## config.mk

```make
export PLATFORM = sky130hd
export DESIGN_NAME = led_matrix_frame_scroller
export DESIGN_NICKNAME = d
export VERILOG_FILES = /design/src/hw/rtl/lmfs_pkg.sv /design/src/hw/rtl/lmfs_ram.sv /design/src/hw/rtl/lmfs_front.sv /design/src/hw/rtl/lmfs_queue.sv /design/src/hw/rtl/lmfs_back.sv /design/src/hw/rtl/led_matrix_frame_scroller.sv
export SDC_FILE = /design/constraint.sdc
export NUM_CORES = 1
export LEC_CHECK = 0
export ABC_AREA = 1
export BUFFER_PORTS_ARGS = -buffer_cell sky130_fd_sc_hd__buf_4
export CAP_MARGIN = 20
export CELL_PAD_IN_SITES_DETAIL_PLACEMENT = 1
export CELL_PAD_IN_SITES_GLOBAL_PLACEMENT = 1
export CORE_MARGIN = 2
export CORE_UTILIZATION = 50
export DETAILED_ROUTE_END_ITERATION = 7
export PLACE_DENSITY = 0.83
export SYNTH_ARGS = -nofsm -noshare
export SYNTH_HDL_FRONTEND = slang
export SYNTH_SLANG_ARGS = --single-unit
```

## constraint.sdc

```tcl
create_clock -name clk -period 4.7 [get_ports clk]
set_input_delay 0.94 -clock clk [delete_from_list [all_inputs] [get_ports clk]]
set_output_delay 0.94 -clock clk [all_outputs]
set_load 0.01 [all_outputs]
```

## src/hw/rtl/lmfs_pkg.sv

```systemverilog
// Shared widths, operation codes and the queued request record for the frame scroller.
package lmfs_pkg;

  localparam int FUNC_W = 3;
  localparam int COL_W  = 6;
  localparam int ROW_W  = 3;
  localparam int DATA_W = 8;
  localparam int REG_W  = 4;
  localparam int SLOT_W = 3;
  localparam int CNT_W  = 4;

  localparam logic [CNT_W-1:0] CNT_RESET = 4'd8;
  localparam logic [REG_W-1:0] ADDR_NOP  = 4'd0;

  localparam int Q_DEPTH = 2;
  localparam int QPW     = $clog2(Q_DEPTH);
  localparam int QCW     = $clog2(Q_DEPTH + 1);

  typedef enum logic [FUNC_W-1:0] {
    OP_COMMAND    = 3'd0,
    OP_SET_COLUMN = 3'd1,
    OP_SET_DOT    = 3'd2,
    OP_LEFT       = 3'd3,
    OP_RIGHT      = 3'd4,
    OP_UP         = 3'd5,
    OP_DOWN       = 3'd6,
    OP_CLEAR      = 3'd7
  } lmfs_op_t;

  typedef struct packed {
    lmfs_op_t            op;
    logic [COL_W-1:0]    col;
    logic [ROW_W-1:0]    row;
    logic [DATA_W-1:0]   val;
    logic [REG_W-1:0]    reg_sel;
    logic                rot;
    logic                fz;
    logic [SLOT_W-1:0]   nm1;
  } lmfs_cmd_t;

endpackage

```

## src/hw/rtl/lmfs_ram.sv

```systemverilog
// Generic single-write, single-read RAM with registered read data.
module lmfs_ram #(
  parameter int WIDTH = 8,
  parameter int DEPTH = 64
) (
  input  logic                     clk,
  input  logic                     we,
  input  logic [$clog2(DEPTH)-1:0] waddr,
  input  logic [WIDTH-1:0]         wdata,
  input  logic [$clog2(DEPTH)-1:0] raddr,
  output logic [WIDTH-1:0]         rdata
);

  logic [WIDTH-1:0] mem [DEPTH];

  always_ff @(posedge clk) begin
    if (we) begin
      mem[waddr] <= wdata;
    end
    rdata <= mem[raddr];
  end

endmodule

```

## src/hw/rtl/lmfs_front.sv

```systemverilog
// Front end: takes requests, holds the chip count register and builds queue records.
module lmfs_front #(
  parameter int MAX_DEVICES = 8
) (
  input  logic                          clk,
  input  logic                          rst_n,
  input  logic                          start,
  output logic                          busy,
  input  logic [lmfs_pkg::FUNC_W-1:0]   in_func,
  input  logic [lmfs_pkg::COL_W-1:0]    in_column,
  input  logic [lmfs_pkg::ROW_W-1:0]    in_row,
  input  logic [lmfs_pkg::DATA_W-1:0]   in_value,
  input  logic [lmfs_pkg::REG_W-1:0]    in_reg_select,
  input  logic                          in_rotate,
  input  logic                          in_fill_zero,
  input  logic                          cfg_valid,
  output logic                          cfg_ready,
  input  logic [lmfs_pkg::CNT_W-1:0]    cfg_device_count,
  input  logic                          q_full,
  output logic                          q_push,
  output lmfs_pkg::lmfs_cmd_t           q_cmd
);
  import lmfs_pkg::*;

  localparam logic [COL_W-1:0] COL_MASK = COL_W'(MAX_DEVICES * 8 - 1);
  localparam logic [CNT_W-1:0] MAX_CNT  = CNT_W'(MAX_DEVICES);

  logic [CNT_W-1:0]  dev_count_r;
  logic [CNT_W-1:0]  dev_count_nxt;
  logic [SLOT_W-1:0] nm1;

  assign cfg_ready = 1'b1;
  assign busy      = q_full;
  assign q_push    = start && !q_full;

  always_comb begin
    dev_count_nxt = dev_count_r;
    if (cfg_valid && cfg_ready) begin
      dev_count_nxt = cfg_device_count;
    end
  end

  always_ff @(posedge clk) begin
    if (!rst_n) begin
      dev_count_r <= CNT_RESET;
    end else begin
      dev_count_r <= dev_count_nxt;
    end
  end

  // A count of zero behaves as one chip; a count above the chain length is capped.
  always_comb begin
    priority if (dev_count_r == '0) begin
      nm1 = '0;
    end else if (dev_count_r > MAX_CNT) begin
      nm1 = SLOT_W'(MAX_CNT - CNT_W'(1));
    end else begin
      nm1 = SLOT_W'(dev_count_r - CNT_W'(1));
    end
  end

  always_comb begin
    q_cmd.op      = lmfs_op_t'(in_func);
    q_cmd.col     = in_column & COL_MASK;
    q_cmd.row     = in_row;
    q_cmd.val     = in_value;
    q_cmd.reg_sel = in_reg_select;
    q_cmd.rot     = in_rotate;
    q_cmd.fz      = in_fill_zero;
    q_cmd.nm1     = nm1;
  end

endmodule

```

## src/hw/rtl/lmfs_queue.sv

```systemverilog
// Two-entry request queue between the front end and the execution engine.
module lmfs_queue (
  input  logic                 clk,
  input  logic                 rst_n,
  input  logic                 push,
  input  lmfs_pkg::lmfs_cmd_t  push_cmd,
  input  logic                 pop,
  output lmfs_pkg::lmfs_cmd_t  head,
  output logic                 full,
  output logic                 empty
);
  import lmfs_pkg::*;

  lmfs_cmd_t        q_r [Q_DEPTH];
  logic [QPW-1:0]   wp_r;
  logic [QPW-1:0]   rp_r;
  logic [QCW-1:0]   cnt_r;
  logic [QPW-1:0]   wp_nxt;
  logic [QPW-1:0]   rp_nxt;
  logic [QCW-1:0]   cnt_nxt;

  assign full  = (cnt_r == QCW'(Q_DEPTH));
  assign empty = (cnt_r == '0);
  assign head  = q_r[rp_r];

  always_comb begin
    wp_nxt  = wp_r;
    rp_nxt  = rp_r;
    cnt_nxt = cnt_r;
    if (push) begin
      wp_nxt = wp_r + QPW'(1);
    end
    if (pop) begin
      rp_nxt = rp_r + QPW'(1);
    end
    unique case ({push, pop})
      2'b10:   cnt_nxt = cnt_r + QCW'(1);
      2'b01:   cnt_nxt = cnt_r - QCW'(1);
      default: cnt_nxt = cnt_r;
    endcase
  end

  always_ff @(posedge clk) begin
    if (!rst_n) begin
      wp_r  <= '0;
      rp_r  <= '0;
      cnt_r <= '0;
    end else begin
      wp_r  <= wp_nxt;
      rp_r  <= rp_nxt;
      cnt_r <= cnt_nxt;
    end
  end

  always_ff @(posedge clk) begin
    if (push) begin
      q_r[wp_r] <= push_cmd;
    end
  end

endmodule

```

## src/hw/rtl/lmfs_back.sv

```systemverilog
// Execution engine: column store, shift sweeps and register word emission.
module lmfs_back #(
  parameter int MAX_DEVICES = 8
) (
  input  logic                          clk,
  input  logic                          rst_n,
  input  logic                          q_empty,
  input  lmfs_pkg::lmfs_cmd_t           q_head,
  output logic                          q_pop,
  output logic                          out_valid,
  output logic [lmfs_pkg::REG_W-1:0]    out_word_address,
  output logic [lmfs_pkg::DATA_W-1:0]   out_word_data,
  output logic [lmfs_pkg::SLOT_W-1:0]   out_device_slot,
  output logic                          out_latch,
  output logic                          out_last
);
  import lmfs_pkg::*;

  localparam int DEPTH = MAX_DEVICES * 8;
  localparam int AW    = $clog2(DEPTH);
  localparam logic [AW-1:0]    LAST     = AW'(DEPTH - 1);
  localparam logic [COL_W-1:0] COL_MASK = COL_W'(DEPTH - 1);

  typedef enum logic [2:0] {
    B_IDLE, B_DISPATCH, B_DOT, B_SWEEP, B_DRAIN, B_FINAL, B_EMIT
  } state_t;

  typedef enum logic [1:0] {EK_CMD, EK_SINGLE, EK_RELOAD} kind_t;

  typedef struct packed {
    logic               valid;
    logic [REG_W-1:0]   addr;
    logic [DATA_W-1:0]  data;
    logic [SLOT_W-1:0]  slot;
    logic               latch;
    logic               last;
    logic               from_ram;
  } word_t;

  state_t            st_r, st_nxt;
  kind_t             kind_r, kind_nxt;
  lmfs_cmd_t         cmd_r, cmd_nxt;
  logic [AW-1:0]     k_r, k_nxt;
  logic              pend_r, pend_nxt;
  logic [AW-1:0]     pk_r, pk_nxt;
  logic [DATA_W-1:0] old_r, old_nxt;
  logic [DATA_W-1:0] data_r, data_nxt;
  logic [SLOT_W-1:0] r_r, r_nxt;
  logic [SLOT_W-1:0] s_r, s_nxt;
  word_t             e_r, e_nxt;
  logic [DEPTH-1:0]  vld_r, vld_nxt;
  logic              rv_r;

  logic              out_valid_r;
  logic [REG_W-1:0]  out_addr_r;
  logic [DATA_W-1:0] out_data_r;
  logic [SLOT_W-1:0] out_slot_r;
  logic              out_latch_r;
  logic              out_last_r;

  logic              ram_we;
  logic [AW-1:0]     ram_waddr;
  logic [DATA_W-1:0] ram_wdata;
  logic [AW-1:0]     ram_raddr;
  logic [DATA_W-1:0] ram_rdata;
  logic [DATA_W-1:0] rd;
  logic              clear_all;

  logic [COL_W-1:0]  used_full;
  logic [AW-1:0]     used_m1;
  logic [AW-1:0]     col_a;
  logic [COL_W-1:0]  rl_idx;

  logic              ret_we;
  logic [AW-1:0]     ret_waddr;
  logic [DATA_W-1:0] ret_wdata;
  logic              ret_cap;

  logic              sweep_done;
  logic              w_latch;
  logic              w_fin;
  logic [DATA_W-1:0] bit_mask;

  lmfs_ram #(.WIDTH(DATA_W), .DEPTH(DEPTH)) u_store (
    .clk   (clk),
    .we    (ram_we),
    .waddr (ram_waddr),
    .wdata (ram_wdata),
    .raddr (ram_raddr),
    .rdata (ram_rdata)
  );

  // Entries never written since reset or clear read as zero.
  assign rd        = rv_r ? ram_rdata : '0;
  assign used_full = {cmd_r.nm1, 3'b111};
  assign used_m1   = used_full[AW-1:0];
  assign col_a     = cmd_r.col[AW-1:0];
  assign rl_idx    = {s_r, r_r} & COL_MASK;
  assign bit_mask  = DATA_W'(1) << cmd_r.row;

  // Retire the read issued in the previous sweep cycle.
  always_comb begin
    ret_we    = 1'b0;
    ret_waddr = pk_r;
    ret_wdata = rd;
    ret_cap   = 1'b0;
    if (pend_r) begin
      unique case (cmd_r.op)
        OP_LEFT: begin
          if (pk_r == '0) begin
            ret_cap = 1'b1;
          end else begin
            ret_we    = 1'b1;
            ret_waddr = pk_r - AW'(1);
            if (ret_waddr == used_m1) begin
              ret_wdata = cmd_r.rot ? old_r : (cmd_r.fz ? '0 : rd);
            end
          end
        end
        OP_RIGHT: begin
          ret_cap   = (pk_r == used_m1);
          ret_we    = (pk_r != LAST);
          ret_waddr = pk_r + AW'(1);
        end
        OP_UP: begin
          ret_we    = 1'b1;
          ret_wdata = {cmd_r.rot & rd[DATA_W-1-7], rd[DATA_W-1:1]};
        end
        OP_DOWN: begin
          ret_we    = 1'b1;
          ret_wdata = {rd[DATA_W-2:0], cmd_r.rot & rd[DATA_W-1]};
        end
        default: begin
          ret_we = 1'b0;
        end
      endcase
    end
  end

  always_comb begin
    priority if (cmd_r.op == OP_RIGHT) begin
      sweep_done = (k_r == '0);
    end else if (cmd_r.op == OP_UP || cmd_r.op == OP_DOWN) begin
      sweep_done = (k_r == used_m1);
    end else begin
      sweep_done = (k_r == LAST);
    end
  end

  assign w_latch = (s_r == cmd_r.nm1);
  assign w_fin   = w_latch && (kind_r != EK_RELOAD || r_r == SLOT_W'(7));

  always_comb begin
    st_nxt    = st_r;
    kind_nxt  = kind_r;
    cmd_nxt   = cmd_r;
    k_nxt     = k_r;
    pend_nxt  = pend_r;
    pk_nxt    = pk_r;
    old_nxt   = old_r;
    data_nxt  = data_r;
    r_nxt     = r_r;
    s_nxt     = s_r;
    e_nxt     = '0;
    q_pop     = 1'b0;
    ram_we    = 1'b0;
    ram_waddr = '0;
    ram_wdata = '0;
    ram_raddr = '0;
    clear_all = 1'b0;

    unique case (st_r)
      B_IDLE: begin
        if (!q_empty) begin
          q_pop   = 1'b1;
          cmd_nxt = q_head;
          st_nxt  = B_DISPATCH;
        end
      end
      B_DISPATCH: begin
        r_nxt    = '0;
        s_nxt    = '0;
        pend_nxt = 1'b0;
        kind_nxt = EK_RELOAD;
        unique case (cmd_r.op)
          OP_COMMAND: begin
            kind_nxt = EK_CMD;
            st_nxt   = B_EMIT;
          end
          OP_SET_COLUMN: begin
            ram_we    = 1'b1;
            ram_waddr = col_a;
            ram_wdata = cmd_r.val;
            data_nxt  = cmd_r.val;
            kind_nxt  = EK_SINGLE;
            st_nxt    = B_EMIT;
          end
          OP_SET_DOT: begin
            ram_raddr = col_a;
            st_nxt    = B_DOT;
          end
          OP_RIGHT: begin
            k_nxt  = LAST;
            st_nxt = B_SWEEP;
          end
          OP_CLEAR: begin
            clear_all = 1'b1;
            st_nxt    = B_EMIT;
          end
          default: begin
            k_nxt  = '0;
            st_nxt = B_SWEEP;
          end
        endcase
      end
      B_DOT: begin
        ram_we    = 1'b1;
        ram_waddr = col_a;
        ram_wdata = cmd_r.val[0] ? (rd | bit_mask) : (rd & ~bit_mask);
        data_nxt  = ram_wdata;
        kind_nxt  = EK_SINGLE;
        st_nxt    = B_EMIT;
      end
      B_SWEEP: begin
        ram_raddr = k_r;
        pend_nxt  = 1'b1;
        pk_nxt    = k_r;
        ram_we    = ret_we;
        ram_waddr = ret_waddr;
        ram_wdata = ret_wdata;
        if (ret_cap) begin
          old_nxt = rd;
        end
        if (sweep_done) begin
          st_nxt = B_DRAIN;
        end else if (cmd_r.op == OP_RIGHT) begin
          k_nxt = k_r - AW'(1);
        end else begin
          k_nxt = k_r + AW'(1);
        end
      end
      B_DRAIN: begin
        pend_nxt  = 1'b0;
        ram_we    = ret_we;
        ram_waddr = ret_waddr;
        ram_wdata = ret_wdata;
        if (ret_cap) begin
          old_nxt = rd;
        end
        st_nxt = (cmd_r.op == OP_LEFT || cmd_r.op == OP_RIGHT) ? B_FINAL : B_EMIT;
      end
      B_FINAL: begin
        // Left refills the top column; right refills column zero unless it keeps its value.
        if (cmd_r.op == OP_LEFT) begin
          ram_we    = 1'b1;
          ram_waddr = LAST;
          ram_wdata = (LAST == used_m1 && cmd_r.rot) ? old_r : '0;
        end else begin
          ram_we    = cmd_r.rot || cmd_r.fz;
          ram_waddr = '0;
          ram_wdata = cmd_r.rot ? old_r : '0;
        end
        st_nxt = B_EMIT;
      end
      B_EMIT: begin
        e_nxt.valid = 1'b1;
        e_nxt.slot  = s_r;
        e_nxt.latch = w_latch;
        e_nxt.last  = w_fin;
        unique case (kind_r)
          EK_CMD: begin
            e_nxt.addr = cmd_r.reg_sel;
            e_nxt.data = cmd_r.val;
          end
          EK_SINGLE: begin
            if (s_r == cmd_r.col[COL_W-1:3]) begin
              e_nxt.addr = {1'b0, cmd_r.col[2:0]} + REG_W'(1);
              e_nxt.data = data_r;
            end else begin
              e_nxt.addr = ADDR_NOP;
              e_nxt.data = '0;
            end
          end
          default: begin
            e_nxt.addr     = {1'b0, r_r} + REG_W'(1);
            e_nxt.from_ram = 1'b1;
            ram_raddr      = rl_idx[AW-1:0];
          end
        endcase
        if (w_latch) begin
          s_nxt = '0;
          r_nxt = r_r + SLOT_W'(1);
        end else begin
          s_nxt = s_r + SLOT_W'(1);
        end
        if (w_fin) begin
          st_nxt = B_IDLE;
        end
      end
      default: begin
        st_nxt = B_IDLE;
      end
    endcase
  end

  always_comb begin
    vld_nxt = vld_r;
    if (ram_we) begin
      vld_nxt[ram_waddr] = 1'b1;
    end
    if (clear_all) begin
      vld_nxt = '0;
    end
  end

  always_ff @(posedge clk) begin
    if (!rst_n) begin
      st_r        <= B_IDLE;
      pend_r      <= 1'b0;
      e_r.valid   <= 1'b0;
      vld_r       <= '0;
      out_valid_r <= 1'b0;
    end else begin
      st_r        <= st_nxt;
      pend_r      <= pend_nxt;
      e_r         <= e_nxt;
      vld_r       <= vld_nxt;
      out_valid_r <= e_r.valid;
    end
    kind_r      <= kind_nxt;
    cmd_r       <= cmd_nxt;
    k_r         <= k_nxt;
    pk_r        <= pk_nxt;
    old_r       <= old_nxt;
    data_r      <= data_nxt;
    r_r         <= r_nxt;
    s_r         <= s_nxt;
    rv_r        <= vld_r[ram_raddr];
    out_addr_r  <= e_r.addr;
    out_data_r  <= e_r.from_ram ? rd : e_r.data;
    out_slot_r  <= e_r.slot;
    out_latch_r <= e_r.latch;
    out_last_r  <= e_r.last;
  end

  assign out_valid        = out_valid_r;
  assign out_word_address = out_addr_r;
  assign out_word_data    = out_data_r;
  assign out_device_slot  = out_slot_r;
  assign out_latch        = out_latch_r;
  assign out_last         = out_last_r;

endmodule

```

## src/hw/rtl/led_matrix_frame_scroller.sv

```systemverilog
// Engine time per request is set by the store sweep and by word emission at one word per cycle;
// up, down, left and right sweep the store before the first word, the other requests do not.
// Two requests queue ahead of the engine; busy is high while the queue is full.
// Reset is synchronous, active low: the store reads as zero and the chip count returns to 8.
module led_matrix_frame_scroller #(
  parameter int MAX_DEVICES = 8
) (
  input  logic                          clk,
  input  logic                          rst_n,
  input  logic                          start,
  output logic                          busy,
  input  logic [lmfs_pkg::FUNC_W-1:0]   in_func,
  input  logic [lmfs_pkg::COL_W-1:0]    in_column,
  input  logic [lmfs_pkg::ROW_W-1:0]    in_row,
  input  logic [lmfs_pkg::DATA_W-1:0]   in_value,
  input  logic [lmfs_pkg::REG_W-1:0]    in_reg_select,
  input  logic                          in_rotate,
  input  logic                          in_fill_zero,
  input  logic                          cfg_valid,
  output logic                          cfg_ready,
  input  logic [lmfs_pkg::CNT_W-1:0]    cfg_device_count,
  output logic                          out_valid,
  output logic [lmfs_pkg::REG_W-1:0]    out_word_address,
  output logic [lmfs_pkg::DATA_W-1:0]   out_word_data,
  output logic [lmfs_pkg::SLOT_W-1:0]   out_device_slot,
  output logic                          out_latch,
  output logic                          out_last
);
  import lmfs_pkg::*;

  lmfs_cmd_t push_cmd;
  lmfs_cmd_t head;
  logic      push;
  logic      pop;
  logic      full;
  logic      empty;

  lmfs_front #(.MAX_DEVICES(MAX_DEVICES)) u_front (
    .clk              (clk),
    .rst_n            (rst_n),
    .start            (start),
    .busy             (busy),
    .in_func          (in_func),
    .in_column        (in_column),
    .in_row           (in_row),
    .in_value         (in_value),
    .in_reg_select    (in_reg_select),
    .in_rotate        (in_rotate),
    .in_fill_zero     (in_fill_zero),
    .cfg_valid        (cfg_valid),
    .cfg_ready        (cfg_ready),
    .cfg_device_count (cfg_device_count),
    .q_full           (full),
    .q_push           (push),
    .q_cmd            (push_cmd)
  );

  lmfs_queue u_queue (
    .clk      (clk),
    .rst_n    (rst_n),
    .push     (push),
    .push_cmd (push_cmd),
    .pop      (pop),
    .head     (head),
    .full     (full),
    .empty    (empty)
  );

  lmfs_back #(.MAX_DEVICES(MAX_DEVICES)) u_back (
    .clk              (clk),
    .rst_n            (rst_n),
    .q_empty          (empty),
    .q_head           (head),
    .q_pop            (pop),
    .out_valid        (out_valid),
    .out_word_address (out_word_address),
    .out_word_data    (out_word_data),
    .out_device_slot  (out_device_slot),
    .out_latch        (out_latch),
    .out_last         (out_last)
  );

endmodule

```

# Yosys cells after proc, flatten, opt, wreduce, memory -nomap -nowiden
# Memory sizes are Yosys's and may differ from the RTL's. A register that Yosys moved wholly into a read port is not among the register bits.
# Index checks and enable logic that the tools add are counted.
# totals
register_bits	150
ramBits	570
out_inout_bits	20
word_cells	198
n_memories	2
# op_classes
n_addsub	13
order_cmp	4
eq_ne	34
shift	1
mux	73
bitwise	8
n_reduce_logical	35
# memory_table
name	words	width	rd	rd_ports_with_merged_regs	wr	line	text
u_back.u_store.mem	64	8	1	1	1	lmfs_ram.sv:14	logic [WIDTH-1:0] mem [DEPTH];
u_queue.q_r	2	29	1	1	1	lmfs_queue.sv:14	lmfs_cmd_t q_r [Q_DEPTH];
# ops
op	count
$mux W8	13
$or A64 B64 Y64	1
$mux W6	8
$pmux W6 S2	3
$pmux W8 S2	2
$pmux W8 S4	1
$eq A3 B3 Y1 const B	8
$pmux W6 S4	1
$pmux W8 S3	1
$mux W3	7
$mux W1	19
$mux W19	1
$eq A6 B6 Y1	3
$pmux W3 S2	3
$pmux W3 S6	1
$pmux W6 S3	1
$lt A6 B7 Y1 const B	2
$add A6 B1 Y6 const B	2
$eq A3 B2 Y1 const B	4
$logic_not A6 Y1	2
$mux W12	1
$pmux W2 S2	3
$reduce_or A2 Y1	6
$sub A6 B1 Y6 const B	2
other kinds (41)	73

# Logic depth before layout (Yosys ltp)
# logic_depth
depth_word	10
mapped_depth	17
ltp_nobuf	17

# By module
# From an unflattened synthesis, not the netlist that was laid out.
# unflattened
cells_unflattened	3071
area_unflattened_um2	32934.1
# by_module_without_submodules
mod	n_inst	cells_each	area_each_um2	seq_area_each_um2
lmfs_ram	1	1805	21339.2	15534.9
lmfs_back	1	1080	8819.7	4254.1
lmfs_queue	1	125	2359.8	1841.8
lmfs_front	1	61	415.4	80.1

# Least setup slack after synthesis
# No wires, ideal clock.
# synth_path
path_type	reg-to-reg
from	register u_back.st_r[1]
to	register u_queue.cnt_r[1]
t_arrival_ns	3.242
path_slack_ns	1.336
stages_incl_launch_ff	12
n_path_buf	1
period_less_slack_ns	3.364
path_cell_list	dfxtp_1 -> buf_2 -> nor2_1 -> inv_1 -> nor2_1 -> inv_1 -> a21oi_1 -> ha_1 -> a21oi_1 -> o21ai_0 -> o21ai_0 -> a21oi_1
# synth_via
elab_chain_len	4
# synth_lines
item	line	text
start: declaration	lmfs_back.sv:40	state_t st_r, st_nxt;
start signal: assignment	lmfs_back.sv:324	st_r <= st_nxt;
$logic_not A3 Y1 *	lmfs_back.sv:172	unique case (st_r)
$mux W1 *	lmfs_back.sv:172	
named net pop	led_matrix_frame_scroller.sv:34	logic pop;
$eq A2 B1 Y1 / $eq A2 B2 Y1 (equally long branches)	lmfs_queue.sv:36	unique case ({push, pop})
$pmux W2 S2 / $reduce_bool A2 Y1 (equally long branches)	-	
end signal: assignment	lmfs_queue.sv:51	cnt_r <= cnt_nxt;
end: declaration	lmfs_queue.sv:17	logic [QCW-1:0] cnt_r;
# Mark *: on every way through the listed nets, which the timed path passes. The rest lies on a longest branch.
# A chain may end at the register's enable or synchronous reset.

# Worst setup path in the final report
# layout_path
from	register u_back.cmd_r[27] in the netlist's numbering
to	memory u_back.u_store.mem[37][3], data pin
# layout_via
elab_chain_len	4
# layout_lines
item	line	text
start: declaration	lmfs_back.sv:42	lmfs_cmd_t cmd_r, cmd_nxt;
start signal: assignment	lmfs_back.sv:331	cmd_r <= cmd_nxt;
$eq A3 B3 Y1 / $eq A3 B2 Y1 (equally long branches)	lmfs_back.sv:108, lmfs_back.sv:254	
$pmux W8 S3	lmfs_back.sv:108	unique case (cmd_r.op)
$mux W8	lmfs_back.sv:107	if (pend_r) begin
$pmux W8 S4 *	lmfs_back.sv:172	
named net u_back.ram_wdata[3]	lmfs_back.sv:63	logic [DATA_W-1:0] ram_wdata;
end: declaration	lmfs_ram.sv:14	
# Marked as above.

==> flow_summary_export.csv <==
group,metric,value,unit
yosys,syn-cell-area,0.0336,mm^2
power,combPwrFrac,24.2,%
timing,max-slew-margin-rel,23.2,%
power,internal-power,13.0,mW
setup_path,crit_slowest_cell,"nand2_2",
yosys,synthArstFlopShare,0,%
min_path,hold_depth,0,
final_layout,fill_cells,7144,
timing,tns,0,ns
final_layout,area_growth,11.5,%
setup_path,r2r_start,"u_back.cmd_r[27]$_DFFE_PP_",
power,p_clk_share,31.4,%
floorplanning,start_util,50.3,%
timing,min_period,3.58,ns
yosys,syn_area_per_cell,10.2,um^2
clocking,cts_buffers,81,
floorplanning,die-area,0.0693,mm^2
setup_path,slowest_delay,0.51,ns
setup_path,crit_type,"register to register",
grt,globalRouteOverflowTotal,0,
grt,grt_start_max_net_pins,199,
grt,antenna_found_initial,0,
yosys,ys_ff_latch,757,
yosys,postSynthCellCount,3299,
grt,grt_pass1_vias,27000,
yosys,synth_edf_count,653,
routing,dr.pass1.iters,5,
routing,drt_first_iter_violations,2214,
final_layout,layout.area.seq,0.0217,mm^2
power,switchingPower,6.55,mW
timing,timing_hold_violations_final,0,
routing,totalWireLength,101000,um
yosys,ys.flop_type,"edfxtp_1",
routing,wl_per_cell,23.8,um
final_layout,drive_gt1_share,8.44,%
routing,routed_via_density,5.84,
clocking,htree_levels,3,
timing,report.final.slew_viol_count,0,
clocking,clk_pin_slew_worst_paths,0.06,ns
timing,max_slew.worst_pin.slew,1.15,ns
power,power,19.5,mW
grt,grt_pass1_wl,156000,um
routing,vias,24800,
setup_path,cp.required,5.06,ns
yosys,yosysUniqueCellTypes,52,
power,p_per_area,520,mW/mm^2
timing,skew,0.0381,ns
floorplanning,placementRows,95,
timing,rsz0062_at_grt,"false",
placement,port_buffers,52,
power,vdd_drop_max,0.000372,V
timing,max_freq,279,MHz
floorplanning,die_y,263,um
floorplanning,io_pins,54,
floorplanning,core_area,0.0669,mm^2
setup_path,reg2reg_to,"u_back.u_store.mem[37][3]$_DFFE_PP_",
clocking,clockBufferDepth,3,
placement,dpl.hpwl,64400,um
final_layout,final_common_cell,"nand2_1",
setup_path,crit_fanout,36,
setup_path,crit_chain,"inv_1, nand3_1, nand2_1, inv_1, nand2_1, nand2_1, nor2_1, o22ai_1, o21ai_0, nand2_2, buf_12",
yosys,ys_seq_area_share,64.5,%
clocking,tritoncts,"yes",
timing,whs,0.343,ns
setup_path,ff2ff_path_depth,11,
clocking,cts_sinks,757,
final_layout,fin_nets,3360,
clocking,postCtsHoldBufs,0,
floorplanning,die_w,263,um
setup_path,critical_path.most_common_cell,"nand2_1",
final_layout,layout_common_cells,"nand2_1, edfxtp_1, nand3_1",
power,p_leak,15.0,nW
routing,drtAntennaViolNets,0,
setup_path,ff2ff_setup_slack,1.12,ns
min_path,min_to,"u_back.out_latch$_DFF_P_",
setup_path,arrival,3.94,ns
placement,routabilityCongestion,0.894,
clocking,post_cts_buffers,0,
power,seq_power_share,44.3,%
final_layout,n_antenna_cell,0,
power,power.share.switching,33.6,%
final_layout,multi_input_area,0.00964,mm^2
setup_path,path_delay_family,"simple AND/OR/NAND/NOR gates",
min_path,hold_start,"u_back.e_r[2]$_SDFFCE_PN0P_",
grt,grt_usage,29.3,%
clocking,post_cts_resized,0,
setup_path,crit_cells,11,
routing,drc_errors,0,
run_status,status,"completed",
clocking,cts_root_buf,"clkbuf_16",
clocking,clk_latency,0.65,ns
final_layout,fin_cells,4251,
setup_path,crit_buf_inv,3,
yosys,ys_warn_count,0,
timing,finalSetupViolCount,0,
placement,dpl.cell_count,4100,
timing,period_share,76.2,%
yosys,syn_nets,3347,
setup_path,critPathLaunchType,"register",
min_path,hp-class,"register to register",
job,maxCapViolCount,0,
setup_path,end_kind,"register",
[cell usage after synthesis (all sizes together) (15+ instances only)]
cell type / number / area [um^2]
a21oi: 108 / 544
nor3: 15 / 86.3
inv: 445 / 1670
nand3: 568 / 2890
o21ai: 86 / 438
nor2: 102 / 527
nand3b: 171 / 1280
clkbuf: 89 / 334
edfxtp: 653 / 19600
buf: 74 / 375
nand2: 788 / 3010
dfxtp: 104 / 2080
[power by group through the flow]
stage,Combinational (mW),Clock (mW),Sequential (mW)
6_report,4.72,6.13,8.65
5_1_grt,5.15,6.47,8.68
4_1_cts,4.64,6.23,8.67
3_5_place_dp,4.58,0,8.80
3_3_place_gp,4.31,0,8.76
2_1_floorplan,2.94,0,8.59
[sequential cells by signal, summed over array words and instances (netlist names), 3 cells and up]
register / cells
u_back.out_word_address: 4
u_front.dev_count_r: 4
u_back.data_r: 8
u_back.out_word_data: 8
u_back.u_store.rdata: 8
u_queue.q_r: 58
u_back.e_r: 19
u_back.st_r: 3
u_back.s_r: 3
u_back.r_r: 3
u_back.old_r: 8
u_back.col_a: 6
u_back.cmd_r: 23
u_back.vld_r: 64
u_back.u_store.mem: 512
u_back.out_device_slot: 3
u_back.k_r: 6
u_back.pk_r: 6
[metrics by stage]
step           cell area (um^2)  worst slack [ns]  utilization, %
4_1_cts                   37400              1.09            55.9
3_3_place_gp              34900              1.39            52.2
5_1_grt                   37500             0.848            56.0
2_1_floorplan             33600              1.34               -
6_report                  37500              1.12            56.0
3_5_place_dp              34900              1.16            52.2
[worst max path at each step]
stage,startpoint,endpoint,slack (ns)
after global placement,u_back.cmd_r[27]$_DFFE_PP_,u_back.u_store.mem[28][7]$_DFFE_PP_,1.39
after CTS,u_back.cmd_r[27]$_DFFE_PP_,u_back.u_store.mem[10][7]$_DFFE_PP_,1.09
after global routing,u_back.cmd_r[27]$_DFFE_PP_,u_back.u_store.mem[27][1]$_DFFE_PP_,0.85
after floorplan,u_back.st_r[1]$_SDFFE_PN0P_,u_queue.cnt_r[1]$_SDFFE_PN0P_,1.34
final,u_back.cmd_r[27]$_DFFE_PP_,u_back.u_store.mem[37][3]$_DFFE_PP_,1.12
after detailed placement,u_back.cmd_r[27]$_DFFE_PP_,u_back.u_store.mem[16][7]$_DFFE_PP_,1.16
[cell families (layout without fill, tap and decap cells)]
group,after synthesis,in the layout,share of synthesized area [%]
AO/OA/AOI/OAI,238,238,3.91
XOR/XNOR,15,15,0.391
adder cells (fa/ha/maj),14,14,0.543
buffers and inverters,613,692,7.14
flip-flops,757,757,64.5
other,1,1,0.0112
AND/OR/NAND/NOR,1661,1661,23.5
[cell type report]
class | count | share of cell area (%)
repair buffers | 93 | 2.34
clock inverters | 34 | 0.801
inverters | 450 | 4.51
clock buffers | 115 | 5.85
flip-flops and latches | 757 | 57.9
multi-input cells | 1929 | 25.7
well taps | 873 | 2.91
[routing by layer]
layer  vias to the layer above  global-route usage (%)  wire length (um)
met4                         0                    12.8              3890
met3                       225                    3.55              5520
met2                       852                    52.7             52600
li1                      11200                       -                 -
met5                         -                       0                 0
met1                     12600                    35.4             39000
No activity file was read; power rests on OpenSTA's default activity.
